[config.mk]
export PLATFORM = sky130hd
export DESIGN_NAME = amtd_queue
export DESIGN_NICKNAME = d
export VERILOG_FILES = /design/src/rtl/amtd_pkg.sv /design/src/rtl/amtd_queue.sv
export SDC_FILE = /design/constraint.sdc
export NUM_CORES = 1
export LEC_CHECK = 0
export BUFFER_PORTS_ARGS = -buffer_cell sky130_fd_sc_hd__buf_2
export CORE_AREA = 2 2 226 228
export CTS_CLUSTER_DIAMETER = 40
export DETAILED_ROUTE_END_ITERATION = 16
export DIE_AREA = 0 0 228 230
export PLACE_DENSITY = 0.68
export SLEW_MARGIN = 40
export SYNTH_ARGS = -nofsm -noshare
export SYNTH_HDL_FRONTEND = slang
export SYNTH_SLANG_ARGS = --single-unit
[constraint.sdc]
create_clock -name clk -period 18.6 [get_ports clk]
set_input_delay 1.86 -clock clk [delete_from_list [all_inputs] [get_ports clk]]
set_output_delay 1.86 -clock clk [all_outputs]
set_load 0.005 [all_outputs]
[src/rtl/amtd_pkg.sv]
`default_nettype none

package amtd_pkg;

  typedef struct packed {
    logic signed [31:0] col0_x;
    logic signed [31:0] col0_y;
    logic signed [31:0] col0_z;
    logic signed [31:0] col1_x;
    logic signed [31:0] col1_y;
    logic signed [31:0] col1_z;
    logic signed [31:0] col2_x;
    logic signed [31:0] col2_y;
    logic signed [31:0] col2_z;
  } amtd_in_t;

  typedef struct packed {
    logic signed [31:0] quat_w;
    logic signed [31:0] quat_x;
    logic signed [31:0] quat_y;
    logic signed [31:0] quat_z;
    logic [31:0]        scale_x;
    logic [31:0]        scale_y;
    logic [31:0]        scale_z;
    logic [1:0]         status;
  } amtd_out_t;

  typedef struct packed {
    amtd_in_t item;
    logic     zero_axis;
  } amtd_qent_t;

  typedef struct packed {
    logic        start;
    logic        is_sqrt;
    logic        neg;
    logic [63:0] opa;
    logic [32:0] den;
  } amtd_arith_req_t;

  typedef struct packed {
    logic        done;
    logic [63:0] res;
  } amtd_arith_rsp_t;

  localparam logic [1:0] STAT_OK        = 2'd0;
  localparam logic [1:0] STAT_ZERO_AXIS = 2'd1;
  localparam logic [1:0] STAT_SHEAR     = 2'd2;
  localparam logic [1:0] STAT_DEGEN     = 2'd3;

  localparam logic [15:0] TOL_RESET = 16'd7;

endpackage

`default_nettype wire

[src/rtl/amtd_queue.sv]
`default_nettype none

module amtd_queue import amtd_pkg::*; #(
  parameter int DEPTH = 2
) (
  input  wire logic       clk,
  input  wire logic       rst_n,
  input  wire logic       push,
  input  wire amtd_qent_t wdata,
  output logic            full,
  input  wire logic       pop,
  output logic            nempty,
  output amtd_qent_t      rdata
);

  localparam int AW = (DEPTH > 1) ? $clog2(DEPTH) : 1;
  localparam int CW = $clog2(DEPTH + 1);

  amtd_qent_t     mem_r [DEPTH];
  logic [AW-1:0]  wr_ptr_r, rd_ptr_r;
  logic [CW-1:0]  cnt_r;
  logic           do_push, do_pop;

  assign full    = (cnt_r == CW'(DEPTH));
  assign nempty  = (cnt_r != '0);
  assign rdata   = mem_r[rd_ptr_r];
  assign do_push = push && !full;
  assign do_pop  = pop && nempty;

  always_ff @(posedge clk) begin
    if (do_push) begin
      mem_r[wr_ptr_r] <= wdata;
    end
  end

  always_ff @(posedge clk) begin
    if (!rst_n) begin
      wr_ptr_r <= '0;
      rd_ptr_r <= '0;
      cnt_r    <= '0;
    end else begin
      if (do_push) begin
        wr_ptr_r <= (wr_ptr_r == AW'(DEPTH - 1)) ? '0 : wr_ptr_r + 1'b1;
      end
      if (do_pop) begin
        rd_ptr_r <= (rd_ptr_r == AW'(DEPTH - 1)) ? '0 : rd_ptr_r + 1'b1;
      end
      if (do_push && !do_pop) begin
        cnt_r <= cnt_r + 1'b1;
      end else if (do_pop && !do_push) begin
        cnt_r <= cnt_r - 1'b1;
      end
    end
  end

endmodule

`default_nettype wire

==> impl_metrics.toml, run 1 <==
[run_status]
status = "finished clean"

[yosys]
netlist_top_cells_area = "edfxtp_1 (79%), mux2_4 (14%), mux2_2 (4.6%), buf_6 (1.3%), dfxtp_1 (0.46%)"
cell_variety_after_synth = 21
postSynthNetCount = 1218
postSynthAreaPerCell_um2 = 23.7
synthesis.instances = 924
synth_flop_cell = "edfxtp_1"
synth_enable_flop_cells = 578
synthDominantAreaCellType = "edfxtp_1"
number_of_storage_elements_in_the_synthesis_netlist = 583
synth_async_sr_flop_share_pct = 0
ys_seq_area_share_pct = 79.7
yosys.cell_count.top_type = "edfxtp_1"
mappedNetlistArea_um2 = 21900
share_of_yosys_cell_area_claimed_by_the_top_area_cell_type_pct = 79.2
synthesis_warning_total = 0
netlist_top_cells_count = "edfxtp_1 (578), mux2_4 (200), mux2_2 (89), buf_6 (25), buf_2 (7)"

[finish]
multi_input_comb_area_um2 = 4150
post-route-util_pct = 56.3
final_layout_size_suffix_gt1_share_pct = 62.3
area_delta_synth_final_pct = 28.1
area.sequential_um2 = 17500
count_of_fill_cells_added_during_filler_insertion = 3855
num-nets-final = 1857

[sta]
slew-limit-headroom_pct = 46.7
totalNegativeSetupSlack_ns = 0
worstMarginPinSlew_ns = 0.800
hold_violations = 0
max_freq_mhz = 195
post-route-min-period_ns = 5.12
fin_worst_skew_ns = 0.0252
grt_setup_unrepaired = "no"
fin_crit_sh_pct = 27.5
final_max_tran_viols = 0
setup-violations-final = 0

[detailed_routing]
first_iter_violations = 679
route.detailed.drc = 0
via_per_inst = 4.84
wire_per_inst_um = 21.0
ant_nets = 0
detail_route.wirelength_mm = 48.4
route.vias.total = 11200
detail_route.first_pass.iterations = 4

[global_routing]
largest_net_degree_at_the_start_of_global_routing = 92
grt_first_pass_wirelength_mm = 70.7
global_route.usage.total_pct = 18.1
first_global_vias = 11900
antenna_found_initial = 22
grt_overflow = 0

[die]
start_util_pct = 44.0
count_of_boundary_i_o_pins = 584
width_of_the_die_um = 228
core.rowCount = 82
coreArea_um2 = 49900
die_h_um = 230
die_area_um2 = 52400

[clock_network]
worst_skew_pair.late_latency_ns = 0.61
cts.repair.resized = 0
tritoncts_clock_tree = "done"
cts-htree-levels = 3
ctsHoldBuffers = 0
cell_chosen_for_the_clock_root = "clkbuf_16"
cts_setup_buffers = 0
clock_pin_slew_reported_for_the_worst_setup_and_hold_paths_after_clock_tree_synthesis_ns = 0.05
cts-buffers-inserted = 75
numClockSinks = 583
clock_tree.buffer_depth = 3

[setup_path]
start_kind = "register"
path_class = "reg -> out"
end_kind = "output pin"
critical_path_required_ns = 16.74
worstPathArrival_ns = 3.26
timing.critical_path.fanout_max = 67

[power]
leakage_nw = 10.8
power.ir.vdd_worst_mv = 0.0924
p_per_area_nw_per_um2 = 143

[job]
maxCapViolCount = 0

[min_path]
holdCritPathClass = "reg -> reg"

[placement]
buffer_ports.inserted = 583
hpwlAfterDp_mm = 33.6
place.gp.congestion = 0.824
## cell families after synthesis
group                    synth area share, %
AO/OA/AOI/OAI                          0.148
XOR/XNOR                               0.120
adder cells (fa/ha/maj)               0.0571
buffers and inverters                   1.48
flip-flops                              79.7
multiplexers                            18.3
AND/OR/NAND/NOR                        0.263
## stage by stage
step           cells  total power, mW  area, µm²  hold slack, ns  worst slack, ns
2_1_floorplan    924             2.37      21900           0.486             4.69
5_1_grt         2306             4.18      28100           0.617            13.26
3_3_place_gp    2155             2.64      25500           0.503            13.61
3_5_place_dp    2158             2.66      25600           0.552            14.03
4_1_cts         2296             4.06      28000           0.560            13.38
6_report        2310             4.01      28100           0.550            13.48
## where the power goes
group / switching (mW) / internal (mW) / leakage, nW
Sequential: 0.0573 / 1.65 / 5.44
Clock: 0.559 / 0.837 / 1.19
Combinational: 0.427 / 0.479 / 4.20
Total: 1.04 / 2.97 / 10.8
## routing by layer
layer,part of all wire [%],GRT usage [%],vias to the layer above
met4,3.7,9.62,16
li1,-,-,5016
met3,9.6,7.63,111
met5,0.22,0,-
met2,51,30.4,464
met1,36,19.4,5581
## sequential cells by signal (all words and copies together) (netlist names), named ones only
signal / count
mem_r: 578
cnt_r: 2
rd_ptr_r: 1
wr_ptr_r: 1
## critical path, stage by stage, from the launching register on
cell and delay [ns]:
dfxtp_4 0.75, buf_6 0.62, buf_6 0.66, mux2_2 0.41, buf_2 0.13
## path summary, 6_finish.rpt
check | start | endpoint | slack [ns] | cells after the start
worst max-delay path | register | rdata[262] | 13.48 | 4
worst min-delay path | cnt_r[1] | cnt_r[1] | 0.55 | 2
worst max register to register | cnt_r[0] | mem_r[1][245] | 15.98 | 4
worst min register to register | cnt_r[1] | cnt_r[1] | 0.55 | 2
## cells in the final DEF (no fill, tap or decap), types with 2 or more instances in the layout
| cell | count |
|---|---|
| mux2_2 | 89 |
| and2_1 | 3 |
| a21boi_0 | 2 |
| buf_6 | 4 |
| clkbuf_1 | 4 |
| buf_12 | 3 |
| inv_8 | 4 |
| inv_1 | 2 |
| clkinv_4 | 9 |
| buf_2 | 583 |
| buf_16 | 3 |
| diode_2 | 14 |
| bufinv_16 | 4 |
| mux2_4 | 200 |
| inv_6 | 9 |
| clkinvlp_4 | 11 |
| clkinv_1 | 10 |
| clkinv_2 | 7 |
| clkbuf_16 | 78 |
| edfxtp_1 | 578 |
| dfxtp_1 | 4 |
| xnor2_1 | 2 |
## final cells by class
type | count | area share, %
antenna | 14 | 0.125
clock buffer | 82 | 7.00
clock inverter | 56 | 1.83
inverter | 2 | 0.0267
multi-input combinational | 307 | 14.8
sequential | 583 | 62.2
tap | 672 | 2.99
timing repair buffer | 594 | 11.1
(Power assumes the default switching activity.)
==> run 2, diff against run 1 <==
--- a/config.mk
+++ b/config.mk
@@ -5,6 +5,7 @@
 export SDC_FILE = /design/constraint.sdc
 export NUM_CORES = 1
 export LEC_CHECK = 0
+export ABC_AREA = 1
 export BUFFER_PORTS_ARGS = -buffer_cell sky130_fd_sc_hd__buf_2
 export CORE_AREA = 2 2 226 228
 export CTS_CLUSTER_DIAMETER = 40
==> constraint.sdc (replaced) <==
create_clock -name clk -period 5.1 [get_ports clk]
set_input_delay 0.51 -clock clk [delete_from_list [all_inputs] [get_ports clk]]
set_output_delay 0.51 -clock clk [all_outputs]
set_load 0.005 [all_outputs]
==> run 2 against run 1 <==
  * Worst hold slack worse by 0.46 ns
  * Register-to-register slack got worse by 13 ns
  * Final area is 1.2% higher
  * Largest power group unchanged
  * Highest routed layer unchanged
  * Largest cell class unchanged
  * Synthesized cell count up 1.3%
  * Area after synthesis hardly changed
  * Sequential power increased to 3.7 times the previous value
  * Critical path depth did not move
==> impl_metrics.toml, run 2 <==
[power]
p_per_area_nw_per_um2 = 522
power.ir.vdd_worst_mv = 0.401
leakage_nw = 11.0

[yosys]
share_of_yosys_cell_area_claimed_by_the_top_area_cell_type_pct = 79.2
synth_flop_cell = "edfxtp_1"
synthesis.instances = 936
netlist_top_cells_area = "edfxtp_1 (79%), mux2_4 (14%), mux2_2 (4.6%), buf_6 (1.3%), dfxtp_1 (0.46%)"
postSynthAreaPerCell_um2 = 23.4
netlist_top_cells_count = "edfxtp_1 (578), mux2_4 (200), mux2_2 (89), buf_6 (25), nor2_1 (9)"
mappedNetlistArea_um2 = 21900
synthDominantAreaCellType = "edfxtp_1"
number_of_storage_elements_in_the_synthesis_netlist = 583
synth_async_sr_flop_share_pct = 0
synth_enable_flop_cells = 578
yosys.cell_count.top_type = "edfxtp_1"
postSynthNetCount = 1230
ys_seq_area_share_pct = 79.6
synthesis_warning_total = 0
cell_variety_after_synth = 15

[detailed_routing]
first_iter_violations = 755
wire_per_inst_um = 20.8
route.detailed.drc = 0
detail_route.wirelength_mm = 48.5
via_per_inst = 4.83
detail_route.first_pass.iterations = 5
ant_nets = 0
route.vias.total = 11300

[sta]
fin_crit_sh_pct = 61.7
worstMarginPinSlew_ns = 0.918
post-route-min-period_ns = 3.15
slew-limit-headroom_pct = 38.8
fin_worst_skew_ns = 0.0137
setup-violations-final = 0
final_max_tran_viols = 0
grt_setup_unrepaired = "no"
max_freq_mhz = 318
hold_violations = 0
holdWs_ns = 0.0873

[clock_network]
cts_setup_buffers = 0
tritoncts_clock_tree = "done"
cell_chosen_for_the_clock_root = "clkbuf_16"
clock_pin_slew_reported_for_the_worst_setup_and_hold_paths_after_clock_tree_synthesis_ns = 0.06
clock_tree.buffer_depth = 3
cts.repair.resized = 0
ctsHoldBuffers = 0
cts-buffers-inserted = 81
worst_skew_pair.late_latency_ns = 0.61
numClockSinks = 583
cts-htree-levels = 3

[global_routing]
grt_overflow = 0
first_global_vias = 11900
grt_first_pass_wirelength_mm = 70.3
largest_net_degree_at_the_start_of_global_routing = 135
global_route.usage.met1_pct = 19.7
antenna_found_initial = 21
globalRoute.busiestLayer = "met2"
grt.met2_usage_pct = 30.4
gr-usage-met3_pct = 6.52
global_route.usage.total_pct = 17.9

[finish]
num-nets-final = 1879
count_of_fill_cells_added_during_filler_insertion = 3829
area.sequential_um2 = 17500
final_layout_size_suffix_gt1_share_pct = 62.0
multi_input_comb_area_um2 = 4140
layout_common_cells = "buf_2 (583), edfxtp_1 (578), mux2_4 (200)"
largest_register_ff_count = 578
final_common_cell = "buf_2"
largest_registers = "mem_r (578), cnt_r (2)"
area_delta_synth_final_pct = 29.7
largest-register = "mem_r"
post-route-util_pct = 57.0

[job]
maxCapViolCount = 0

[placement]
place.gp.congestion = 0.811
buffer_ports.inserted = 583
hpwlAfterDp_mm = 32.8

[die]
die_area_um2 = 52400
start_util_pct = 44.0
width_of_the_die_um = 228
core.rowCount = 82
count_of_boundary_i_o_pins = 584
die_h_um = 230
coreArea_um2 = 49900

[setup_path]
worstPathArrival_ns = 2.64
start_kind = "register"
timing.critical_path.fanout_max = 49
path_class = "reg -> out"
critical_path_required_ns = 4.59
end_kind = "output pin"
setup.reg_to_reg.worst_slack_ns = 3.15

[min_path]
holdCritPathClass = "in -> reg"

[run_status]
status = "finished clean"
## run 2: cell count changes after synthesis, moves of 2 or more
cell      change
a21boi_0      -2
and2_1        -3
inv_1         +6
nand2_1       +7
nor2_1        +8
o21ai_0       +2
xnor2_1       -2
## run 2: stage by stage
step           cell area (µm²)  setup TNS [ns]  std cells  worst slack [ns]  total power [mW]
2_1_floorplan            21900         -105.84        936            -0.190              8.22
3_3_place_gp             25600               0       2171              2.48              9.27
3_5_place_dp             25600               0       2173              2.44              9.35
4_1_cts                  28400               0       2322              1.76              15.0
5_1_grt                  28400               0       2335              1.80              15.4
6_report                 28400               0       2336              1.95              14.8
## run 2: cells by family after synthesis
logic type,Yosys count,synth area share (%)
adders and majority gates,1,0.0571
muxes,289,18.3
buffers and inverters,40,1.58
and+or+nand+nor,18,0.325
AOI/OAI and AO/OA,5,0.126
DFF,583,79.6
## run 2: cell type report
class                           count  share of cell area, %
Antenna cell                       13                  0.114
Sequential cell                   583                   61.4
Multi-Input combinational cell    313                   14.6
Timing Repair Buffer              598                   11.1
Clock buffer                       87                   7.29
Tap cell                          672                   2.96
Inverter                            8                  0.106
Clock inverter                     62                   2.46
## run 2: worst max-delay path, cell delays in order (launching register included)
cell	delay, ns
dfxtp_4	0.62
buf_12	0.26
buf_4	0.57
mux2_2	0.42
buf_2	0.13
## run 2: layer usage
metal	part of all wire [%]	vias to the layer above
li1	-	5077
met1	36	5618
met2	52	470
met3	8.7	108
met4	3.5	14
met5	0.18	-
## run 2: worst paths after layout
path,start,to,cells after the start
setup / recovery,register,rdata[268],4
hold / removal,wdata[105],mem_r[1][105],1
setup reg to reg,cnt_r[1],mem_r[1][203],4
hold reg to reg,rd_ptr_r,register,2
## run 2: where the power goes
group	internal [mW]	leakage (nW)	total [mW]	switching, mW
sequential	6.07	5.43	6.25	0.189
clock	3.50	1.32	5.63	2.12
combinational	1.53	4.27	2.97	1.43
total	11.1	11.0	14.8	3.75
