**src/rtl/amtd_pkg.sv**
```systemverilog
`default_nettype none

package amtd_pkg;

  typedef struct packed {
    logic signed [31:0] col0_x;
    logic signed [31:0] col0_y;
    logic signed [31:0] col0_z;
    logic signed [31:0] col1_x;
    logic signed [31:0] col1_y;
    logic signed [31:0] col1_z;
    logic signed [31:0] col2_x;
    logic signed [31:0] col2_y;
    logic signed [31:0] col2_z;
  } amtd_in_t;

  typedef struct packed {
    logic signed [31:0] quat_w;
    logic signed [31:0] quat_x;
    logic signed [31:0] quat_y;
    logic signed [31:0] quat_z;
    logic [31:0]        scale_x;
    logic [31:0]        scale_y;
    logic [31:0]        scale_z;
    logic [1:0]         status;
  } amtd_out_t;

  typedef struct packed {
    amtd_in_t item;
    logic     zero_axis;
  } amtd_qent_t;

  typedef struct packed {
    logic        start;
    logic        is_sqrt;
    logic        neg;
    logic [63:0] opa;
    logic [32:0] den;
  } amtd_arith_req_t;

  typedef struct packed {
    logic        done;
    logic [63:0] res;
  } amtd_arith_rsp_t;

  localparam logic [1:0] STAT_OK        = 2'd0;
  localparam logic [1:0] STAT_ZERO_AXIS = 2'd1;
  localparam logic [1:0] STAT_SHEAR     = 2'd2;
  localparam logic [1:0] STAT_DEGEN     = 2'd3;

  localparam logic [15:0] TOL_RESET = 16'd7;

endpackage

`default_nettype wire

```
**src/rtl/amtd_front.sv**
```systemverilog
`default_nettype none

module amtd_front import amtd_pkg::*; (
  input  wire logic       in_valid,
  output logic            in_ready,
  input  wire amtd_in_t   in_data,
  input  wire logic       q_full,
  output logic            q_push,
  output amtd_qent_t      q_wdata
);

  logic zero0, zero1, zero2;

  assign zero0 = (in_data.col0_x == '0) && (in_data.col0_y == '0) && (in_data.col0_z == '0);
  assign zero1 = (in_data.col1_x == '0) && (in_data.col1_y == '0) && (in_data.col1_z == '0);
  assign zero2 = (in_data.col2_x == '0) && (in_data.col2_y == '0) && (in_data.col2_z == '0);

  assign in_ready          = !q_full;
  assign q_push            = in_valid && !q_full;
  assign q_wdata.item      = in_data;
  assign q_wdata.zero_axis = zero0 || zero1 || zero2;

endmodule

`default_nettype wire

```
**config.mk**
```make
export PLATFORM = sky130hd
export DESIGN_NAME = amtd_front
export DESIGN_NICKNAME = d
export VERILOG_FILES = /design/src/rtl/amtd_pkg.sv /design/src/rtl/amtd_front.sv
export SDC_FILE = /design/constraint.sdc
export NUM_CORES = 1
export LEC_CHECK = 0
export ABC_AREA = 1
export BUFFER_PORTS_ARGS = -buffer_cell sky130_fd_sc_hd__clkbuf_2
export CORE_AREA = 8 8 221 223
export DETAILED_ROUTE_END_ITERATION = 8
export DIE_AREA = 0 0 229 231
export PLACE_DENSITY = 0.3
export SYNTH_ARGS = -nofsm -noshare
export SYNTH_HDL_FRONTEND = slang
export SYNTH_SLANG_ARGS = --single-unit
```
**constraint.sdc**
```tcl
create_clock -name vclk -period 0.86
set_input_delay 0.043 -clock vclk [all_inputs]
set_output_delay 0.043 -clock vclk [all_outputs]
set_load 0.05 [all_outputs]
```
==> run_summary.xml, run 1 <==
<?xml version="1.0" encoding="UTF-8"?>
<metrics>
  <group name="yosys">
    <metric name="yosys.cell_count.top_type" unit="">sky130_fd_sc_hd__buf_4</metric>
    <metric name="synth_top_area_cell" unit="">sky130_fd_sc_hd__buf_4</metric>
    <metric name="synthesis.nets" unit="">864</metric>
    <metric name="post_synth.cell_area_avg" unit="µm²">5.65</metric>
    <metric name="synth.cells.most_frequent" unit="">sky130_fd_sc_hd__buf_4, sky130_fd_sc_hd__nor2_1, sky130_fd_sc_hd__nand2_1, sky130_fd_sc_hd__nand3_1, sky130_fd_sc_hd__inv_1</metric>
    <metric name="synth_area_leaders" unit="">sky130_fd_sc_hd__buf_4, sky130_fd_sc_hd__nor2_1, sky130_fd_sc_hd__nand2_1</metric>
    <metric name="synth_cells" unit="">574</metric>
    <metric name="yosysUniqueCellTypes" unit="">6</metric>
    <metric name="yosysSeqAreaShare" unit="%">0</metric>
    <metric name="total_number_of_yosys_warnings" unit="">0</metric>
    <metric name="synth_top_cell_area_share" unit="%">66.7</metric>
    <metric name="mappedNetlistArea" unit="mm²">0.00324</metric>
  </group>
  <group name="setup_path">
    <metric name="startpoint_type" unit="">input pin</metric>
    <metric name="worst_ep_arrival_time" unit="ps">1100</metric>
    <metric name="criticalPathCategory" unit="">in2out</metric>
    <metric name="worst_ep_required_time" unit="ps">820</metric>
    <metric name="critical-path-max-stage-delay" unit="ps">140</metric>
    <metric name="cpLargestDelayFamily" unit="">simple AND/OR/NAND/NOR gates</metric>
    <metric name="worst_setup_path_end_kind" unit="">output port</metric>
    <metric name="critical_path.n_buffers_inverters" unit="">3</metric>
    <metric name="crit_slowest_cell" unit="">sky130_fd_sc_hd__nor2_2</metric>
    <metric name="crit_path_max_fanout" unit="">2</metric>
    <metric name="cp_cell_sequence" unit="">clkbuf_2, nor2_2, nand2_2, nor2_4, nand2_2, nor2_4, nand3_2, buf_6, nand3_4, buf_12</metric>
  </group>
  <group name="global_route">
    <metric name="antenna_found_initial" unit="">4</metric>
    <metric name="routing_layer_with_the_top_usage_in_global_route" unit="">met2</metric>
    <metric name="wire_length_of_the_first_global_routing_pass" unit="mm">38.2</metric>
    <metric name="grt.overflow.total" unit="">0</metric>
    <metric name="grt_usage" unit="%">9.58</metric>
    <metric name="grt_max_degree" unit="">3</metric>
    <metric name="first_global_vias" unit="">5680</metric>
    <metric name="groute.layer.met1.usage" unit="%">8.94</metric>
    <metric name="global_route.usage.met2" unit="%">20.7</metric>
    <metric name="use_met3" unit="%">2.85</metric>
  </group>
  <group name="timing">
    <metric name="final_hold_viol_count" unit="">0</metric>
    <metric name="setup-violations-final" unit="">1</metric>
    <metric name="finalMaxSlewViolations" unit="">0</metric>
    <metric name="postLayoutSetupSlackWorst" unit="ps">-284</metric>
    <metric name="rsz0062_at_grt" unit="">true</metric>
    <metric name="post-route-period-util" unit="%">133</metric>
    <metric name="period_minus_slack" unit="ps">1140</metric>
    <metric name="clock.fmax" unit="MHz">874</metric>
    <metric name="worst-slew-pin-transition" unit="ps">358</metric>
    <metric name="relSlewSlack" unit="%">76.3</metric>
  </group>
  <group name="route">
    <metric name="drt_wl_total" unit="mm">28.0</metric>
    <metric name="routed-via-count" unit="">4920</metric>
    <metric name="drt_first_iter_violations" unit="">138</metric>
    <metric name="routedWlPerCell" unit="µm">17.0</metric>
    <metric name="route.detailed.drc" unit="">0</metric>
    <metric name="detail_route.vias_per_cell" unit="">2.99</metric>
    <metric name="ant_nets" unit="">0</metric>
    <metric name="drtPass1Iterations" unit="">4</metric>
  </group>
  <group name="die">
    <metric name="die_h" unit="µm">231</metric>
    <metric name="pin_count" unit="">581</metric>
    <metric name="initial_utilization" unit="%">7.19</metric>
    <metric name="die_w" unit="µm">229</metric>
    <metric name="die-area" unit="mm²">0.0529</metric>
    <metric name="core" unit="mm²">0.0451</metric>
    <metric name="num_rows" unit="">78</metric>
  </group>
  <group name="status">
    <metric name="violations" unit="">setup timing</metric>
    <metric name="run_status" unit="">finished with violations</metric>
  </group>
  <group name="cells_and_area">
    <metric name="layout.area.seq" unit="µm²">0</metric>
    <metric name="area_growth" unit="%">104</metric>
    <metric name="num_antenna_cells" unit="">0</metric>
    <metric name="design.final.nets" unit="">1338</metric>
    <metric name="final_layout_size_suffix_gt1_share" unit="%">80.5</metric>
    <metric name="multi_input_area" unit="mm²">0.00143</metric>
    <metric name="n_sequential_cell" unit="">0</metric>
    <metric name="nFillCells" unit="">5343</metric>
    <metric name="clkbuf_count" unit="">0</metric>
    <metric name="finalCoreUtilization" unit="%">14.7</metric>
    <metric name="finalNonFillerCells" unit="">1646</metric>
  </group>
  <group name="place">
    <metric name="detailedPlacementHpwl" unit="mm">27.2</metric>
    <metric name="port_buffers" unit="">581</metric>
    <metric name="dpl_worst_slack" unit="ps">-890</metric>
    <metric name="finalWeightedCongestion" unit="">0.797</metric>
    <metric name="post-place-cells" unit="">1650</metric>
  </group>
  <group name="power">
    <metric name="switching_power" unit="W">0.00372</metric>
    <metric name="leakage" unit="nW">3.77</metric>
    <metric name="cell_internal_pwr" unit="W">0.00162</metric>
    <metric name="comb_power_share" unit="%">100.0</metric>
    <metric name="pwr_density_cell" unit="mW/mm²">806</metric>
    <metric name="share_seq_of_total_power" unit="%">0</metric>
    <metric name="worst_ir_drop_vdd" unit="mV">0.301</metric>
    <metric name="proportion_of_total_power_due_to_net_switching" unit="%">69.6</metric>
    <metric name="pwr-share-clk" unit="%">0</metric>
  </group>
  <group name="min_path">
    <metric name="worstHoldPathType" unit="">in2out</metric>
  </group>
  <group name="run">
    <metric name="cap_violations" unit="">0</metric>
  </group>
  <group name="cts">
    <metric name="ctsHoldBuffers" unit="">0</metric>
    <metric name="postCtsSetupBuffers" unit="">0</metric>
  </group>
</metrics>
[path summary, 6_finish.rpt]
path	depth (start not counted)	start	end
setup / recovery	10	in_data[205]	q_wdata[0]
hold / removal	2	in_data[0]	q_wdata[1]
[layout by cell type (no fill, tap or decap)]
| master | netlist | layout |
|---|---|---|
| sky130_fd_sc_hd__buf_6 | 0 | 19 |
| sky130_fd_sc_hd__nor2_1 | 189 | 128 |
| sky130_fd_sc_hd__buf_12 | 0 | 2 |
| sky130_fd_sc_hd__nor2_2 | 1 | 40 |
| sky130_fd_sc_hd__nand3_2 | 0 | 2 |
| sky130_fd_sc_hd__nand2_1 | 90 | 74 |
| sky130_fd_sc_hd__nand2_4 | 0 | 4 |
| sky130_fd_sc_hd__clkbuf_8 | 0 | 1 |
| sky130_fd_sc_hd__buf_4 | 288 | 181 |
| sky130_fd_sc_hd__buf_2 | 0 | 1 |
| sky130_fd_sc_hd__buf_8 | 0 | 2 |
| sky130_fd_sc_hd__inv_1 | 2 | 2 |
| sky130_fd_sc_hd__nand2_2 | 0 | 12 |
| sky130_fd_sc_hd__nor2_4 | 0 | 22 |
| sky130_fd_sc_hd__clkbuf_2 | 0 | 554 |
| sky130_fd_sc_hd__nand3_4 | 0 | 2 |
[layout make-up]
| cell class | instances | area share [%] |
|---|---|---|
| tap | 600 | 11.3 |
| inverter | 2 | 0.113 |
| timing repair buffer | 760 | 66.9 |
| multi-input combinational | 284 | 21.6 |
[stage by stage]
stage | hold WS [ps] | area (µm²) | TNS, ps | power (W)
floorplan | 253 | 3250 | 0 | 0.00382
global placement | 402 | 6150 | -892 | 0.00526
detailed placement | 402 | 6150 | -890 | 0.00525
CTS | 402 | 6270 | -406 | 0.00530
global route | 406 | 6620 | -391 | 0.00561
finish | 400 | 6620 | -284 | 0.00534
[routing by layer]
metal	routed length, µm	vias up
li1	-	2410
met1	9290	2138
met2	16000	354
met3	2360	18
met4	309	0
met5	0	-
[power by group through the flow]
stage / logic (W) / clock network (W) / registers [W]
6_report: 0.00534 / 0 / 0
5_1_grt: 0.00561 / 0 / 0
4_1_cts: 0.00530 / 0 / 0
3_5_place_dp: 0.00525 / 0 / 0
3_3_place_gp: 0.00526 / 0 / 0
2_1_floorplan: 0.00382 / 0 / 0
[logic make-up (layout without fill, tap and decap cells)]
group,Yosys count,after routing,share of synthesized area (%)
and+or+nand+nor,284,284,33.1
buffers and inverters,290,762,66.9
[timing repair]
item | in CTS | in global routing
endpoints found under the setup margin | 1 | 1
gates resized for setup | 39 | 123
pin swaps | 19 | 67
No activity file was read; power rests on OpenSTA's default activity.
==> inputs of run 2 (changes only) <==
--- a/config.mk
+++ b/config.mk
@@ -8,7 +8,8 @@
 export ABC_AREA = 1
 export BUFFER_PORTS_ARGS = -buffer_cell sky130_fd_sc_hd__clkbuf_2
-export CORE_AREA = 8 8 221 223
+export CORE_AREA = 2 2 228 230
 export DETAILED_ROUTE_END_ITERATION = 8
-export DIE_AREA = 0 0 229 231
+export DIE_AREA = 0 0 230 232
+export GPL_TIMING_DRIVEN = 1
 export PLACE_DENSITY = 0.3
 export SYNTH_ARGS = -nofsm -noshare
==> constraint.sdc (replaced) <==
create_clock -name vclk -period 0.86
set_input_delay 0.043 -clock vclk [all_inputs]
set_output_delay 0.043 -clock vclk [all_outputs]
set_load 0.1 [all_outputs]
==> run 2 against run 1 <==
The flow still finishes with violations (setup timing). Via count increased by 5.4%. Critical path depth decreased by 1. Worst hold slack got worse by 64 ps. Flip-flop and latch count unchanged. Critical path type unchanged. Largest cell class unchanged. Highest routed layer is now met5.
==> run_summary.xml, run 2 (synthesis results as in run 1) <==
<?xml version="1.0" encoding="UTF-8"?>
<metrics>
  <group name="global_route">
    <metric name="wire_length_of_the_first_global_routing_pass" unit="mm">38.7</metric>
    <metric name="grt_usage" unit="%">9.94</metric>
    <metric name="grt_max_degree" unit="">3</metric>
    <metric name="antenna_found_initial" unit="">2</metric>
    <metric name="first_global_vias" unit="">5642</metric>
    <metric name="grt.overflow.total" unit="">0</metric>
  </group>
  <group name="status">
    <metric name="violations" unit="">setup timing</metric>
    <metric name="run_status" unit="">finished with violations</metric>
  </group>
  <group name="die">
    <metric name="pin_count" unit="">581</metric>
    <metric name="core" unit="mm²">0.0509</metric>
    <metric name="initial_utilization" unit="%">6.37</metric>
    <metric name="die_h" unit="µm">232</metric>
    <metric name="num_rows" unit="">83</metric>
    <metric name="die_w" unit="µm">230</metric>
    <metric name="die-area" unit="mm²">0.0534</metric>
  </group>
  <group name="cells_and_area">
    <metric name="clkbuf_count" unit="">0</metric>
    <metric name="layout.cells.most_common_list" unit="">sky130_fd_sc_hd__buf_12, sky130_fd_sc_hd__clkbuf_2, sky130_fd_sc_hd__buf_4</metric>
    <metric name="area_growth" unit="%">257</metric>
    <metric name="layout_commonest_cell" unit="">sky130_fd_sc_hd__buf_12</metric>
    <metric name="final_layout_size_suffix_gt1_share" unit="%">80.0</metric>
    <metric name="num_antenna_cells" unit="">0</metric>
    <metric name="layout.area.seq" unit="µm²">0</metric>
    <metric name="n_sequential_cell" unit="">0</metric>
    <metric name="finalInstanceArea" unit="mm²">0.0116</metric>
    <metric name="design.final.nets" unit="">1425</metric>
  </group>
  <group name="power">
    <metric name="cell_internal_pwr" unit="W">0.00411</metric>
    <metric name="pwr_density_cell" unit="mW/mm²">953</metric>
    <metric name="pwr-share-clk" unit="%">0</metric>
    <metric name="proportion_of_total_power_due_to_net_switching" unit="%">62.7</metric>
    <metric name="comb_power_share" unit="%">100.0</metric>
    <metric name="switching_power" unit="W">0.00692</metric>
    <metric name="share_seq_of_total_power" unit="%">0</metric>
    <metric name="fin_total_pwr" unit="W">0.0110</metric>
    <metric name="leakage" unit="nW">5.68</metric>
    <metric name="worst_ir_drop_vdd" unit="mV">0.392</metric>
  </group>
  <group name="timing">
    <metric name="postLayoutSetupSlackWorst" unit="ps">-312</metric>
    <metric name="final_hold_viol_count" unit="">0</metric>
    <metric name="period_minus_slack" unit="ps">1170</metric>
    <metric name="worst-slew-pin-transition" unit="ps">211</metric>
    <metric name="finalMaxSlewViolations" unit="">0</metric>
    <metric name="clock.fmax" unit="MHz">853</metric>
    <metric name="setup-violations-final" unit="">1</metric>
    <metric name="relSlewSlack" unit="%">85.9</metric>
    <metric name="post-route-period-util" unit="%">136</metric>
    <metric name="rsz0062_at_grt" unit="">true</metric>
  </group>
  <group name="route">
    <metric name="ant_nets" unit="">0</metric>
    <metric name="route.detailed.drc" unit="">0</metric>
    <metric name="routed-via-count" unit="">5184</metric>
    <metric name="drtPass1Iterations" unit="">3</metric>
    <metric name="detail_route.vias_per_cell" unit="">2.86</metric>
    <metric name="routedWlPerCell" unit="µm">15.8</metric>
    <metric name="drt_wl_total" unit="mm">28.6</metric>
    <metric name="drt_first_iter_violations" unit="">44</metric>
  </group>
  <group name="place">
    <metric name="detailedPlacementHpwl" unit="mm">28.2</metric>
    <metric name="port_buffers" unit="">581</metric>
    <metric name="cell_area_reported_after_detailed_placement" unit="mm²">0.0112</metric>
    <metric name="finalWeightedCongestion" unit="">0.886</metric>
  </group>
  <group name="setup_path">
    <metric name="startpoint_type" unit="">input pin</metric>
    <metric name="criticalPathCategory" unit="">in2out</metric>
    <metric name="worst_ep_arrival_time" unit="ps">1130</metric>
    <metric name="crit_path_start" unit="">in_data[239]</metric>
    <metric name="worst_ep_required_time" unit="ps">820</metric>
    <metric name="worst_setup_path_end_kind" unit="">output port</metric>
    <metric name="crit_path_max_fanout" unit="">2</metric>
  </group>
  <group name="min_path">
    <metric name="worstHoldPathType" unit="">in2out</metric>
    <metric name="holdPathStages" unit="">2</metric>
    <metric name="endpoint_of_the_worst_hold_path" unit="">q_wdata[175]</metric>
    <metric name="hold_path_startpoint" unit="">in_data[174]</metric>
  </group>
  <group name="run">
    <metric name="cap_violations" unit="">0</metric>
  </group>
</metrics>
-- run 2: metrics by stage --
stage          hold WS [ps]  std cells  utilization, %  setup slack (ps)  TNS (ps)
4_1_cts                 361       1813            22.2              -432      -432
2_1_floorplan           262        574               -             -29.5     -29.5
5_1_grt                 341       1813            22.7              -411      -411
3_3_place_gp            361       1813            22.1              -857      -857
3_5_place_dp            361       1813            22.1              -820      -820
6_report                336       1813            22.7              -312      -312
-- run 2: final cells by class --
cell class                 count  area, µm²
fill                        5597      39300
inverter                       2       7.51
tap                          680        851
timing repair buffer         847       9380
multi-input combinational    284       1340
-- run 2: what timing repair did --
action | 4_1_cts | 5_1_grt
setup buffers | 1 | 1
pin swaps | 13 | 45
endpoints found under the setup margin | 1 | 1
resized for setup | 23 | 102
hold buffers | 0 | 0
-- run 2: metal layers --
metal,routed length (µm),up-vias,GRT usage [%]
met4,472,2,1.39
met1,7990,2240,8.33
met2,17200,356,22.1
met5,13,-,0
li1,-,2568,-
met3,2980,18,3.23
-- run 2: critical path, stage by stage --
cell and delay (ps):
sky130_fd_sc_hd__clkbuf_2 90, sky130_fd_sc_hd__nor2_1 180, sky130_fd_sc_hd__nand2_1 90, sky130_fd_sc_hd__nor2_1 100, sky130_fd_sc_hd__nand2_1 70, sky130_fd_sc_hd__nor2_2 150, sky130_fd_sc_hd__nand3_4 130, sky130_fd_sc_hd__nand3_4 90
sky130_fd_sc_hd__buf_12 170
-- run 2: worst max-delay path by stage --
stage | to | slack, ps
2_1_floorplan | q_push | -30
3_3_place_gp | q_wdata[0] | -860
3_5_place_dp | q_wdata[0] | -820
4_1_cts | q_wdata[0] | -430
5_1_grt | q_wdata[0] | -410
6_report | q_wdata[0] | -310
-- run 2: power groups by stage --
stage | clock network, W | logic, W | registers [W]
after floorplan | 0 | 0.00655 | 0
final | 0 | 0.0110 | 0
after CTS | 0 | 0.0110 | 0
after global routing | 0 | 0.0113 | 0
after global placement | 0 | 0.0110 | 0
after detailed placement | 0 | 0.0110 | 0
