### config.mk
export PLATFORM = sky130hd
export DESIGN_NAME = amtd_arith
export DESIGN_NICKNAME = d
export VERILOG_FILES = /design/src/rtl/amtd_pkg.sv /design/src/rtl/amtd_arith.sv
export SDC_FILE = /design/constraint.sdc
export NUM_CORES = 1
export LEC_CHECK = 0
export ABC_CLOCK_PERIOD_IN_PS = 4700
export BUFFER_PORTS_ARGS = -buffer_cell sky130_fd_sc_hd__clkbuf_2
export CAP_MARGIN = 40
export CORE_MARGIN = 3
export CORE_UTILIZATION = 30
export DETAILED_ROUTE_END_ITERATION = 6
export PLACE_DENSITY = 0.45
export REMOVE_ABC_BUFFERS = 1
export SLEW_MARGIN = 5
export SYNTH_ARGS = -nofsm -noshare
export SYNTH_HDL_FRONTEND = slang
export SYNTH_SLANG_ARGS = --single-unit
export TNS_END_PERCENT = 20
### constraint.sdc
create_clock -name clk -period 4.7 [get_ports clk]
set_input_delay 0.235 -clock clk [delete_from_list [all_inputs] [get_ports clk]]
set_output_delay 0.235 -clock clk [all_outputs]
set_load 0.1 [all_outputs]
### src/rtl/amtd_pkg.sv
`default_nettype none

package amtd_pkg;

  typedef struct packed {
    logic signed [31:0] col0_x;
    logic signed [31:0] col0_y;
    logic signed [31:0] col0_z;
    logic signed [31:0] col1_x;
    logic signed [31:0] col1_y;
    logic signed [31:0] col1_z;
    logic signed [31:0] col2_x;
    logic signed [31:0] col2_y;
    logic signed [31:0] col2_z;
  } amtd_in_t;

  typedef struct packed {
    logic signed [31:0] quat_w;
    logic signed [31:0] quat_x;
    logic signed [31:0] quat_y;
    logic signed [31:0] quat_z;
    logic [31:0]        scale_x;
    logic [31:0]        scale_y;
    logic [31:0]        scale_z;
    logic [1:0]         status;
  } amtd_out_t;

  typedef struct packed {
    amtd_in_t item;
    logic     zero_axis;
  } amtd_qent_t;

  typedef struct packed {
    logic        start;
    logic        is_sqrt;
    logic        neg;
    logic [63:0] opa;
    logic [32:0] den;
  } amtd_arith_req_t;

  typedef struct packed {
    logic        done;
    logic [63:0] res;
  } amtd_arith_rsp_t;

  localparam logic [1:0] STAT_OK        = 2'd0;
  localparam logic [1:0] STAT_ZERO_AXIS = 2'd1;
  localparam logic [1:0] STAT_SHEAR     = 2'd2;
  localparam logic [1:0] STAT_DEGEN     = 2'd3;

  localparam logic [15:0] TOL_RESET = 16'd7;

endpackage

`default_nettype wire

### src/rtl/amtd_arith.sv
`default_nettype none

module amtd_arith import amtd_pkg::*; (
  input  wire logic            clk,
  input  wire logic            rst_n,
  input  wire amtd_arith_req_t req,
  output amtd_arith_rsp_t      rsp
);

  logic        busy_r, done_r, is_sqrt_r, neg_r;
  logic [6:0]  cnt_r;
  logic [63:0] sh_r, quo_r;
  logic [35:0] rem_r;
  logic [32:0] den_r;
  logic [35:0] div_sh, sq_sh, sq_trial, rem_nxt;
  logic        div_ge, sq_ge, bit_nxt;

  assign div_sh   = {rem_r[34:0], sh_r[63]};
  assign div_ge   = div_sh >= {3'b000, den_r};
  assign sq_sh    = {rem_r[33:0], sh_r[63:62]};
  assign sq_trial = {2'b00, quo_r[31:0], 2'b01};
  assign sq_ge    = sq_sh >= sq_trial;

  always_comb begin
    if (is_sqrt_r) begin
      bit_nxt = sq_ge;
      rem_nxt = sq_ge ? sq_sh - sq_trial : sq_sh;
    end else begin
      bit_nxt = div_ge;
      rem_nxt = div_ge ? div_sh - {3'b000, den_r} : div_sh;
    end
  end

  always_ff @(posedge clk) begin
    if (req.start) begin
      is_sqrt_r <= req.is_sqrt;
      neg_r     <= req.neg;
      den_r     <= req.den;
      sh_r      <= req.opa + {32'd0, req.den[32:1]};
      quo_r     <= '0;
      rem_r     <= '0;
    end else if (busy_r) begin
      rem_r <= rem_nxt;
      quo_r <= {quo_r[62:0], bit_nxt};
      sh_r  <= is_sqrt_r ? {sh_r[61:0], 2'b00} : {sh_r[62:0], 1'b0};
    end
  end

  always_ff @(posedge clk) begin
    if (!rst_n) begin
      busy_r <= 1'b0;
      done_r <= 1'b0;
      cnt_r  <= '0;
    end else begin
      done_r <= 1'b0;
      if (req.start) begin
        busy_r <= 1'b1;
        cnt_r  <= req.is_sqrt ? 7'd31 : 7'd63;
      end else if (busy_r) begin
        cnt_r <= cnt_r - 1'b1;
        if (cnt_r == '0) begin
          busy_r <= 1'b0;
          done_r <= 1'b1;
        end
      end
    end
  end

  assign rsp.done = done_r;
  assign rsp.res  = neg_r ? 64'd0 - quo_r : quo_r;

endmodule

`default_nettype wire

==> results of run 1 <==
-- routing by layer --
metal | part of all wire | vias to the layer above
li1 | - | 7685
met1 | 0.50 | 6944
met2 | 0.44 | 267
met3 | 0.034 | 68
met4 | 0.021 | 0
met5 | 0 | -
-- layout make-up --
cell class,count,share of cell area
Sequential cell,207,0.260
Tap cell,739,0.0468
Timing Repair Buffer,227,0.0754
Multi-Input combinational cell,1588,0.547
Clock inverter,23,0.0137
Inverter,102,0.0194
Clock buffer,30,0.0374
-- cells by family after synthesis --
| kind of cell | after synthesis | share of synthesized area |
|---|---|---|
| compound gates | 585 | 0.229 |
| xor+xnor | 167 | 0.0874 |
| fa+ha+maj | 104 | 0.0786 |
| buf+inv | 212 | 0.0486 |
| flops | 207 | 0.307 |
| mux | 127 | 0.0774 |
| simple gates | 605 | 0.172 |
-- layout by cell type, fill, tap and decap left out, drive strengths merged, types with 33 or more instances in the layout --
cell type / count
nand2: 178
nand3: 46
nor2: 188
inv: 104
edfxtp: 99
clkbuf: 192
nor3: 33
o21ai: 124
nor2b: 35
dfxtp: 108
mux2i: 107
xor2: 56
a211oi: 46
ha: 102
xnor2: 111
a21o: 53
a21oi: 148
dlygate4sd3: 36
-- timing repair --
item	CTS	global route
hold endpoints to repair	41	0
hold buffers	36	0
setup endpoints to repair	1	15
gates resized for setup	1	12
-- power breakdown --
group,internal [uW],switching (uW)
combinational,1850,3360
sequential,2110,214
clock,1430,923
-- registers in the layout, summed over array words and instances, names as in the netlist --
name / cells
busy_r: 1
cnt_r: 7
den_r: 33
done_r: 1
is_sqrt_r: 1
neg_r: 1
quo_r: 64
rem_r: 35
sh_r: 64
-- through the flow --
stage | cell area [um2] | setup TNS [ps] | hold WS (ps) | instances | total power [uW]
global route | 19800 | 0 | 46.6 | 2916 | 10600
global placement | 18300 | 0 | 415 | 2822 | 7500
finish | 19800 | 0 | 62.0 | 2916 | 9880
detailed placement | 18400 | 0 | 421 | 2827 | 7520
CTS | 19700 | 0 | 18.1 | 2916 | 9980
floorplan | 16300 | -44380 | 304 | 1897 | 6250
-- worst max-delay path, delay by kind of cell (launching register included) --
kind            cells  cell delay (ps)
compound gates      1              260
xor+xnor            1              150
buf+inv             2              570
flops               1              330
simple gates        6             2330
-- final timing paths --
check               to  cells after the start       from  slack (ps)
min           sh_r[53]                      2    req[86]          60
max reg2reg  rem_r[12]                     15   sh_r[63]         980
min reg2reg  rem_r[34]                      2  rem_r[34]         500
max            rsp[54]                     10  quo_r[28]         260
==> results.txt, run 1 <==
- The run finished with clean final reports.
* Leakage power summed over all cells: 0.00828 uW
- Avg Inst Size Synth: 8.34 um2
- Global-route met3 utilization: 0.0164
- Total Routed Length: 49.6 mm
- The worst-case IR drop observed on VDD is 288 uV.
* Clk root buf: clkbuf_16
* Total power density per cell area: 500 nW/um2
* Global-route wire length before repair: 79.8 mm
- Before antenna repair, the detailed router went through 5 iterations.
- Remaining antenna violation count: 0
* Skew-Pair Late Insertion Delay: 570 ps
- STA classifies the critical path endpoint as an output port.
- Among all cell types in the netlist, the one instantiated most often is nor2_1.
* Most crowded layer after global routing: met2
- STA classifies the critical path startpoint as a flip-flop.
* Initial antenna violation count: 0
- Grt ovf: 0
- Final worst setup slack: 264 ps
- The tool flagged a number of max-cap violations equal to 0.
- For the final database, setup skew stands at 24.1 ps.
- Clock tree from TritonCTS: built
- The HPWL after detailed placement is 37.6 mm.
* Horizontal extent of the die: 242 um
* Worst min-delay path class: primary input to flip-flop
- CORE AREA: 54600 um2
- CTS saw 207 sinks.
- Global Route met2 Usage: 0.265
- Crit-path max FO: 6
- In this run, synthesis produced a sequential element count of 207.
- In this run the tool buffered the top-level ports with 166 buffer cells.
- The initial utilization of the core area, before any placement, comes to 0.307.
- Warnings from Yosys: 0
- Of the cells placed in the final design, the portion with a size suffix greater than 1 is 0.134.
- Sorting the synthesized cells by how often they occur yields 188 x nor2_1, 178 x nand2_1, 148 x a21oi_1.
- The worst setup path is of the flip-flop to output port kind.
* DRC marker count from the first detailed-route iteration: 1009
- Final critical-path required period: 4440 ps
* Area taken by multi-input logic gates: 10800 um2
* Tightest Pin Transition: 841 ps
- The number of endpoints with negative hold slack in the final report came to 0.
* Number of diodes added for antenna fixing: 0
* Largest incremental delay on the critical path: 490 ps
- Yosys mapped the design onto 77 distinct sky130hd cell types.
- For this run, asynchronously set or reset flops after synthesis account for 0.
- Pin count of the biggest net entering global routing: 82
- Once the clock tree was built, the setup fixing pass inserted 0 buffers.
- Setup violations remaining at the end of the flow were counted as 0.
- Area growth from synthesis to final layout: 18.1%
- Synth top area share: 0.178
- After floorplanning, the core was divided into 85 placement rows.
* Synthesized netlist cell count: 2007
- Critical path's slowest cell: or3_1
* Dominant cell type by area after synthesis: edfxtp_1
* Sequential cell area fraction in the yosys report: 0.307
- In the routed layout, each cell is associated on average with a via count of 5.13.
* Average routed wire per standard cell: 17.0 um
- CTS clock-pin slew for the worst setup and hold paths: 60 ps
* Via count: 15000
- GRT Overall Usage: 0.164
- Post-layout util: 0.362
- Cells along the critical path: inv_1 -> nand3_1 -> or3_1 -> or4_1 -> or4_1 -> or3_1 -> or3_1 -> o31ai_1 -> xnor2_1 -> buf_2
- Register Area: 5140 um2
- Period utilisation layout: 0.944
- CP dominant cell by count: or3_1
- Final weighted congestion in routability-driven placement: 0.880
- Post-synth design cell area: 16700 um2
* Final-report max-slew violation count: 0
- In this run the tightest slew margin relative to its limit is 0.438.
- For met1 alone, demand over resource in global routing was 0.233.
- Final-layout fill cell count: 5685
- The clock passes through at most 3 buffers.
* Setup repair after global routing missed its margin: no
* Number of flops mapped to enable cells by yosys: 99
- Cells taking the most area after synthesis: edfxtp_1 18%, dfxtp_1 13%, ha_1 7.6%, mux2i_1 6.4%, xnor2_1 5.8%
* Full die area: 58700 um2
* Via count of the first global-routing pass: 14500
- # nets final: 2361
- The floorplan step set the die height to 242 um.
- CTS built an H-tree with a depth of 1.
- Static timing analysis puts the maximum clock frequency at 225 MHz.
- Critical path arrival: 4200 ps
* TritonCTS Buffers: 29
- After detailed routing, the number of remaining DRC violations is 0.
- At the worst endpoint, the required time is 4470 ps.
* Worst slack after detailed placement: 619 ps
- Predominant post-synthesis flop cell: dfxtp_1
- Number of ports placed on the die boundary: 167
Note: power is estimated with default switching activity, not from simulation.
==> run 2: changes to the inputs <==
--- a/config.mk
+++ b/config.mk
@@ -5,13 +5,14 @@
 export SDC_FILE = /design/constraint.sdc
 export NUM_CORES = 1
 export LEC_CHECK = 0
+export ABC_AREA = 1
 export ABC_CLOCK_PERIOD_IN_PS = 4700
 export BUFFER_PORTS_ARGS = -buffer_cell sky130_fd_sc_hd__clkbuf_2
 export CAP_MARGIN = 40
 export CORE_MARGIN = 3
 export CORE_UTILIZATION = 30
 export DETAILED_ROUTE_END_ITERATION = 6
-export PLACE_DENSITY = 0.45
+export PLACE_DENSITY = 0.43
 export REMOVE_ABC_BUFFERS = 1
 export SLEW_MARGIN = 5
 export SYNTH_ARGS = -nofsm -noshare
==> results.txt, run 2 <==
- Result of the run: completed
- # nets final: 3533 (+50%)
- Critical path endpoint category: output port
- The most used flip-flop cell after synthesis is dfxtp_1.
- Top Registers: quo_r x64, sh_r x64, rem_r x35
- Async S/R FF share, synth: 0 (unchanged)
- Remaining antenna violation count: 0 (unchanged)
- Sequential cell area fraction in the yosys report: 0.264 (-0.0424)
* Start point of the worst min-delay path: req[33]
- Critical path's slowest cell: nor3_1
* Tightest hold margin: 68.0 ps (+5.99 ps)
- Skew-Pair Late Insertion Delay: 600 ps (+30 ps)
- Family with the most delay on the worst path: simple AND/OR/NAND/NOR gates
- The total I/O pin count was 167 (unchanged).
- The clock share of power was 0.271 (+0.033).
- The via count was 20900 (+40%).
- Fin cells: 4195 (+44%)
- List of most frequent post-synthesis cells: 902 x nand2_1, 438 x inv_1, 399 x nor2_1
- Traced cell by cell, the critical path runs through inv_1 -> ha_1 -> inv_1 -> nor3_1 -> nand2_1 -> nor3_1 -> nand4_1 -> xor2_1 -> nand2_1 -> o21ai_0 -> clkbuf_2.
- The pin count of the biggest net entering global routing was 67 (-18%).
- Via-per-instance ratio: 4.99 (-2.8%)
- Post-route cell area: 22400 um2 (+13%)
* Full die area: 67800 um2 (+16%)
- Clock tree from TritonCTS: built
* Count of buffer and inverter cells on the critical path: 3 (+1)
- GRT Overall Usage: 0.219 (+0.0553)
- The hold-fix buffer count after cts came to 36 (unchanged).
- Number of diodes added for antenna fixing: 0 (unchanged)
* Upper clock frequency limit: 281 MHz (+25%)
- Via count of the first global-routing pass: 20300 (+40%)
- The fraction of synthesized cell area taken by the top area cell type came to 0.174 (-0.00331).
- The initial antenna violation count is 0 (unchanged).
- The max-cap check violation count was 0 (unchanged).
- The total net switching power was 3780 uW (-16%).
* Final critical-path required period: 3560 ps (-877 ps)
- Final-report max-slew violation count: 0 (unchanged)
* Standard-cell rows: 92 (+8.2%)
* R2r startpoint: sh_r[63]
* Resized cells post-CTS: 0 (-1)
- The count of endpoints failing setup in the final report came to 0 (unchanged).
- Worst Skew: 35.1 ps (+11.0 ps)
- The number of clock buffers inserted by TritonCTS was 29 (unchanged).
- Number of flops mapped to enable cells by yosys: 99 (unchanged)
- Summed over all instances, the cell type with the most area after synthesis is nand2_1.
* Vertical die dimension: 260 um (+7.5%)
- Setup Crit Path Kind: flip-flop to output port
- The area after detailed placement was 21100 um2 (+15%).
- The area growth from synthesis to layout is 15.2%.
* TritonRoute pass-1 iters: 6 (+1)
- The internal power of the cells is 4400 uW (-18%).
* Fraction of final layout cells with drive strength greater than 1: 0.0881 (-0.0456)
- The top cell types in the final layout, fill and taps aside, are 902 x nand2_1, 435 x inv_1, 399 x nor2_1.
- By area the synthesized netlist is led by nand2_1 17%, edfxtp_1 15%, dfxtp_1 11%, inv_1 8.5%, nor2_1 7.7%.
- The synthesized area divided by synthesized cell count is 6.14 um2 (-26%).
* Top-count cell post-synth: nand2_1
- The final weighted congestion in routability-driven placement was 0.923 (+4.9%).
- The maximum root-to-sink buffer count was 3 (unchanged).
- Clock sink total: 207 (unchanged)
- Grt ovf: 0 (unchanged)
- Synth Register Bits: 207 (unchanged)
- Largest incremental delay on the critical path: 520 ps (+30 ps)
- The remaining routing DRC violations is 0 (unchanged).
- The root buffer cell chosen for the clock tree is clkbuf_16.
- Critical path arrival: 3320 ps (-880 ps)
* Leakage power summed over all cells: 0.0112 uW (+36%)
- The required time of the critical path came to 4470 ps (about the same).
- Final-layout fill cell count: 7074 (+24%)
* Count of input and output buffers: 166 (unchanged)
- DRC marker count from the first detailed-route iteration: 1689 (+67%)
- Part of the total power dissipated in combinational logic: 0.459 (-0.068)
* Period utilisation layout: 0.757 (-0.187)
* Most common library cell in the layout ignoring fill and taps: nand2_1
- The transition time of the tightest slew-check pin is 792 ps (-48.8 ps).
* Net switching share of the total power: 0.462 (+0.00660)
- CORE AREA: 63500 um2 (+16%)
* Global-route wire length before repair: 116 mm (+46%)
- The number of endpoints with negative hold slack in the final report was 0 (unchanged).
- The level count of the clock H-tree is 1 (unchanged).
- Max VDD drop: 286 uV (-0.44%)
- The total length of routed wires is 75.7 mm (+53%).
* Worst-case headroom to the max-slew limit: 0.472 (+0.0346)
- Setup repair after global routing missed its margin: no
* Worst min-delay path class: primary input to flip-flop
- The clock-pin slew on the worst setup and hold paths is 60 ps (about the same).
- Setup total negative slack: 0 ps (unchanged)
- The HPWL reported at the end of detailed placement is 61.4 mm (+63%).
- Startpoint types: flip-flop
- Beginning of the critical path: quo_r[0]
- The sequential fraction of design power came to 0.270 (+0.035).
* Horizontal extent of the die: 260 um (+7.5%)
- Total power density per cell area: 366 nW/um2 (-27%)
- The count of unique library cells instantiated by Yosys is 56 (-27%).
- The routed wirelength normalized by instance count came to 18.1 um (+6.1%).
- Number of cells in the design after placement: 4106 (+45%)
- Synthesized netlist cell count: 3163 (+58%)
- The number of buffers added for setup after CTS is 0 (unchanged).
- Starting density of the core: 0.306 (-0.00109)
- Post-synth design cell area: 19400 um2 (+16%)
- The number of warnings issued by yosys was 0 (unchanged).
- The largest driver fanout on the critical path is 4 (-2).
==> run 2: kinds of logic (layout without fill, tap and decap cells) <==
| family | Yosys count | after routing | share of synthesized area |
|---|---|---|---|
| AOI/OAI and AO/OA | 471 | 471 | 0.133 |
| buffers and inverters | 546 | 732 | 0.109 |
| DFF | 207 | 207 | 0.264 |
| xor gates and xnor gates | 113 | 113 | 0.0510 |
| adders and majority gates | 104 | 104 | 0.0678 |
| and+or+nand+nor | 1722 | 1722 | 0.375 |
==> run 2: final timing paths <==
| path | end | slack, ps | cells past startpoint |
|---|---|---|---|
| worst max-delay path | rsp[62] | 1140 | 11 |
| worst min-delay path | sh_r[0] | 70 | 4 |
| worst max register to register | rem_r[26] | 1350 | 17 |
| worst min register to register | cnt_r[0] | 450 | 1 |
==> run 2: power groups by stage <==
| stage | clock, uW | combinational, uW | sequential [uW] |
|---|---|---|---|
| global placement | 0 | 3720 | 2240 |
| floorplan | 0 | 2650 | 2210 |
| detailed placement | 0 | 3720 | 2250 |
| CTS | 2280 | 3760 | 2210 |
| finish | 2220 | 3750 | 2210 |
| global route | 2340 | 4170 | 2230 |
==> run 2: layout make-up <==
class,count,area [um2],share of cell area
Tap cell,846,1060,0.0473
Sequential cell,207,5130,0.229
Clock buffer,34,785,0.0350
Inverter,458,1720,0.0769
Clock inverter,19,150,0.00671
Multi-Input combinational cell,2410,12200,0.543
Timing Repair Buffer,221,1370,0.0612
==> run 2: stage by stage <==
step            util  total power [uW]  setup slack, ps
2_1_floorplan      -              4860              145
3_3_place_gp   0.331              5970             1540
3_5_place_dp   0.332              5960             1420
4_1_cts        0.352              8250             1050
5_1_grt        0.352              8740              883
6_report       0.352              8190             1140
==> run 2: worst min-delay path, stage by stage <==
cell	delay [ps]
clkbuf_2	80
ha_1	110
nand2_1	50
inv_1	50
==> run 2: routing by layer <==
| metal | GRT usage | part of all wire | wire (um) |
|---|---|---|---|
| met1 | 0.288 | 0.45 | 34400 |
| met2 | 0.378 | 0.47 | 35700 |
| met3 | 0.0169 | 0.037 | 2810 |
| met4 | 0.0746 | 0.038 | 2850 |
| met5 | 0 | 0 | 0 |
==> run 3: changes to the inputs <==
--- a/config.mk
+++ b/config.mk
@@ -5,14 +5,14 @@
 export SDC_FILE = /design/constraint.sdc
 export NUM_CORES = 1
 export LEC_CHECK = 0
-export ABC_AREA = 1
-export ABC_CLOCK_PERIOD_IN_PS = 4700
+export ABC_AREA = 0
+export ABC_CLOCK_PERIOD_IN_PS = 2900
 export BUFFER_PORTS_ARGS = -buffer_cell sky130_fd_sc_hd__clkbuf_2
 export CAP_MARGIN = 40
 export CORE_MARGIN = 3
 export CORE_UTILIZATION = 30
 export DETAILED_ROUTE_END_ITERATION = 6
-export PLACE_DENSITY = 0.43
+export PLACE_DENSITY = 0.45
 export REMOVE_ABC_BUFFERS = 1
 export SLEW_MARGIN = 5
 export SYNTH_ARGS = -nofsm -noshare
==> constraint.sdc (replaced) <==
create_clock -name clk -period 2.9 [get_ports clk]
set_input_delay 0.145 -clock clk [delete_from_list [all_inputs] [get_ports clk]]
set_output_delay 0.145 -clock clk [all_outputs]
set_load 0.1 [all_outputs]
==> results.txt, run 3 (same netlist as run 1, synthesis figures left out) <==
- The flow ran to the end, but the final reports show violations.
- Violated checks: setup timing
- The later-pin clock latency in the skew report came to 560 ps (-40 ps).
- Fin cells: 3349 (-20%)
- Clock tree from TritonCTS: built
* Tightest Pin Transition: 892 ps (+101 ps)
- CORE AREA: 54600 um2 (-14%)
- The routed wirelength normalized by instance count came to 16.2 um (-10%).
* Full die area: 58700 um2 (-14%)
- Worst Path Required: 2760 ps (-1710 ps)
- R2r startpoint: rem_r[4]
- # nets final: 2795 (-21%)
- The count of antenna-violating nets left after detailed routing was 0 (unchanged).
- The area after detailed placement was 22200 um2 (+5.1%).
- Pin count of the biggest net entering global routing: 86 (+28%)
- DRC marker count from the first detailed-route iteration: 820 (-51%)
- Fraction of power consumed by the clock network: 0.191 (-0.080)
* Horizontal extent of the die: 242 um (-7.0%)
- The antenna diode instance count was 0 (unchanged).
- The peak ir drop on the vdd network is 372 uV (+30%).
- Vertical die dimension: 242 um (-7.0%)
- The total routing resource utilization after global routing was 0.179 (-0.0398).
- The number of max-slew violations in the final report is 0 (unchanged).
- Max-cap viol count: 0 (unchanged)
- Total count of hold-check failures in the final report: 0 (unchanged)
- Via count: 16700 (-20%)
- The worst slew margin relative to its limit came to 0.405 (-0.0670).
- The first-pass GRT wire length was 87.5 mm (-25%).
* Number of cells in the design after placement: 3243 (-21%)
- The top cell types in the final layout, fill and taps aside, are 431 x buf_4, 188 x nor2_1, 172 x nand2_1.
- Max Root-Sink Buffers: 3 (unchanged)
- The worst setup slack for register-to-register paths is -260 ps (-1610 ps).
* TritonRoute pass-1 iters: 5 (-1)
- The layout filler cell count is 5400 (-24%).
* Final critical-path required period: 4010 ps
* Critical path arrival: 3870 ps (+550 ps)
- Initial antenna violation count: 0 (unchanged)
- Capture endpoint of the worst hold path: sh_r[61]
- Startpoint types: flip-flop
* Worst Skew: 15.1 ps (-20.0 ps)
- Starting density of the core: 0.307 (+0.00109)
- Sequential group share of total power: 0.197 (-0.073)
- Clk root buf: clkbuf_16
- Final worst setup slack: -1110 ps (-2250 ps)
- FF-to-FF path depth: 12 (-5)
- Start point of the worst min-delay path: req[94]
- Leaving out fill and tap cells, the most frequent cell in the layout is buf_4.
* Endpoint of the lowest-slack register-to-register path: rem_r[26]
- The share of post-route cells with drive strength above 1 was 0.298 (+0.210).
* Number of ports placed on the die boundary: 167 (unchanged)
- The switching part of the total power came to 0.424 (-0.0382).
- Of the available clock period, the critical path in the final layout requires 1.38.
- Area growth from synthesis to final layout: 45.0%
- Total Routed Length: 54.4 mm (-28%)
* DP Wirelength: 42.7 mm (-31%)
- The count of endpoints failing setup in the final report came to 77 (+77).
- Clock sink total: 207 (unchanged)
- The number of rows in the core area came to 85 (-7.6%).
- The remaining routing DRC violations is 0 (unchanged).
- The power density of the placed cells came to 773 nW/um2 (+110%).
- The internal power of the cells came to 10800 uW (+150%).
* Count of input and output buffers: 166 (unchanged)
- The level count of the clock H-tree was 1 (unchanged).
* Setup repair after global routing missed its margin: yes
- Worst Hold Path Cells: 2 (-2)
* Critical path endpoint category: output port
- The number of clock buffers inserted by TritonCTS came to 29 (unchanged).
* Worst min-delay path class: primary input to flip-flop
- Net switching power: 7950 uW (+110%)
- Derived from the worst setup path, the maximum achievable clock frequency is 249 MHz.
- The clock-pin slew on the worst setup and hold paths was 60 ps (about the same).
* Crit-path max FO: 5 (+1)
* Via-per-instance ratio: 5.00 (+0.24%)
- In the final layout, the registers with the most flip-flops are quo_r x64, sh_r x64, rem_r x35.
* Final weighted congestion in routability-driven placement: 0.893 (-3.3%)
* Grt ovf: 0 (unchanged)
* Worst slack after detailed placement: -565 ps (-1990 ps)
* Part of the total power dissipated in combinational logic: 0.612 (+0.153)
- The number of global-route vias before repair came to 16700 (-18%).
- The worst setup path is of the flip-flop to output port kind.
* Leakage power summed over all cells: 0.0107 uW (-4.5%)
* Post-route cell area: 24300 um2 (+8.4%)
* Setup total negative slack: -37140 ps (-37140 ps)
## run 3: metrics by stage
stage	utilization	hold slack, ps	total power, uW
2_1_floorplan	-	214	9740
3_3_place_gp	0.406	326	14600
3_5_place_dp	0.406	330	14700
4_1_cts	0.441	2.35	18800
5_1_grt	0.445	20.5	20000
6_report	0.445	39.1	18800
## run 3: per-layer routing
metal	GRT usage	part of all wire
met3	0.0173	0.036
met2	0.306	0.47
met1	0.241	0.48
met4	0.0469	0.023
met5	0	0
## run 3: final cells by class
cell class / count / area [um2] / area share
Clock buffer: 31 / 733 / 0.0302
Clock inverter: 21 / 216 / 0.00892
Multi-Input combinational cell: 1588 / 11300 / 0.465
Tap cell: 739 / 925 / 0.0381
Inverter: 102 / 383 / 0.0158
Timing Repair Buffer: 661 / 5590 / 0.230
Sequential cell: 207 / 5150 / 0.212
## run 3: power by group through the flow
stage               clock (uW)  combinational, uW  sequential [uW]
floorplan                    0               6000             3740
finish                    3590              11500             3690
CTS                       3720              11400             3680
global route              3800              12500             3730
detailed placement           0              10900             3740
global placement             0              10900             3740
## run 3: what timing repair did
| action | 4_1_cts | 5_1_grt |
|---|---|---|
| hold buffers | 46 | 0 |
| cloned | 0 | 1 |
| endpoints found under the setup margin | 83 | 110 |
| setup buffers | 2 | 5 |
| pin swaps | 21 | 13 |
| hold endpoints to repair | 54 | 0 |
| resized for setup | 89 | 39 |
## run 3: worst max-delay path, stage by stage (launching register included)
cell      delay, ps
dfxtp_2         330
nor4_4          370
nand4_2         170
or3_4           380
nor3_4          160
nand2b_2         80
or2_1           220
or4_4           430
or3_4           350
buf_6           150
o41ai_2         230
xnor2_1         220
buf_12          220
## run 3: worst max-delay path by stage
stage              from  slack (ps)  endpoint
2_1_floorplan    busy_r       -2420   sh_r[0]
3_3_place_gp     req[7]        -850  sh_r[63]
3_5_place_dp   quo_r[2]        -570   rsp[55]
4_1_cts        quo_r[2]       -1160   rsp[55]
5_1_grt        quo_r[2]       -1250   rsp[55]
6_report       quo_r[2]       -1110   rsp[55]
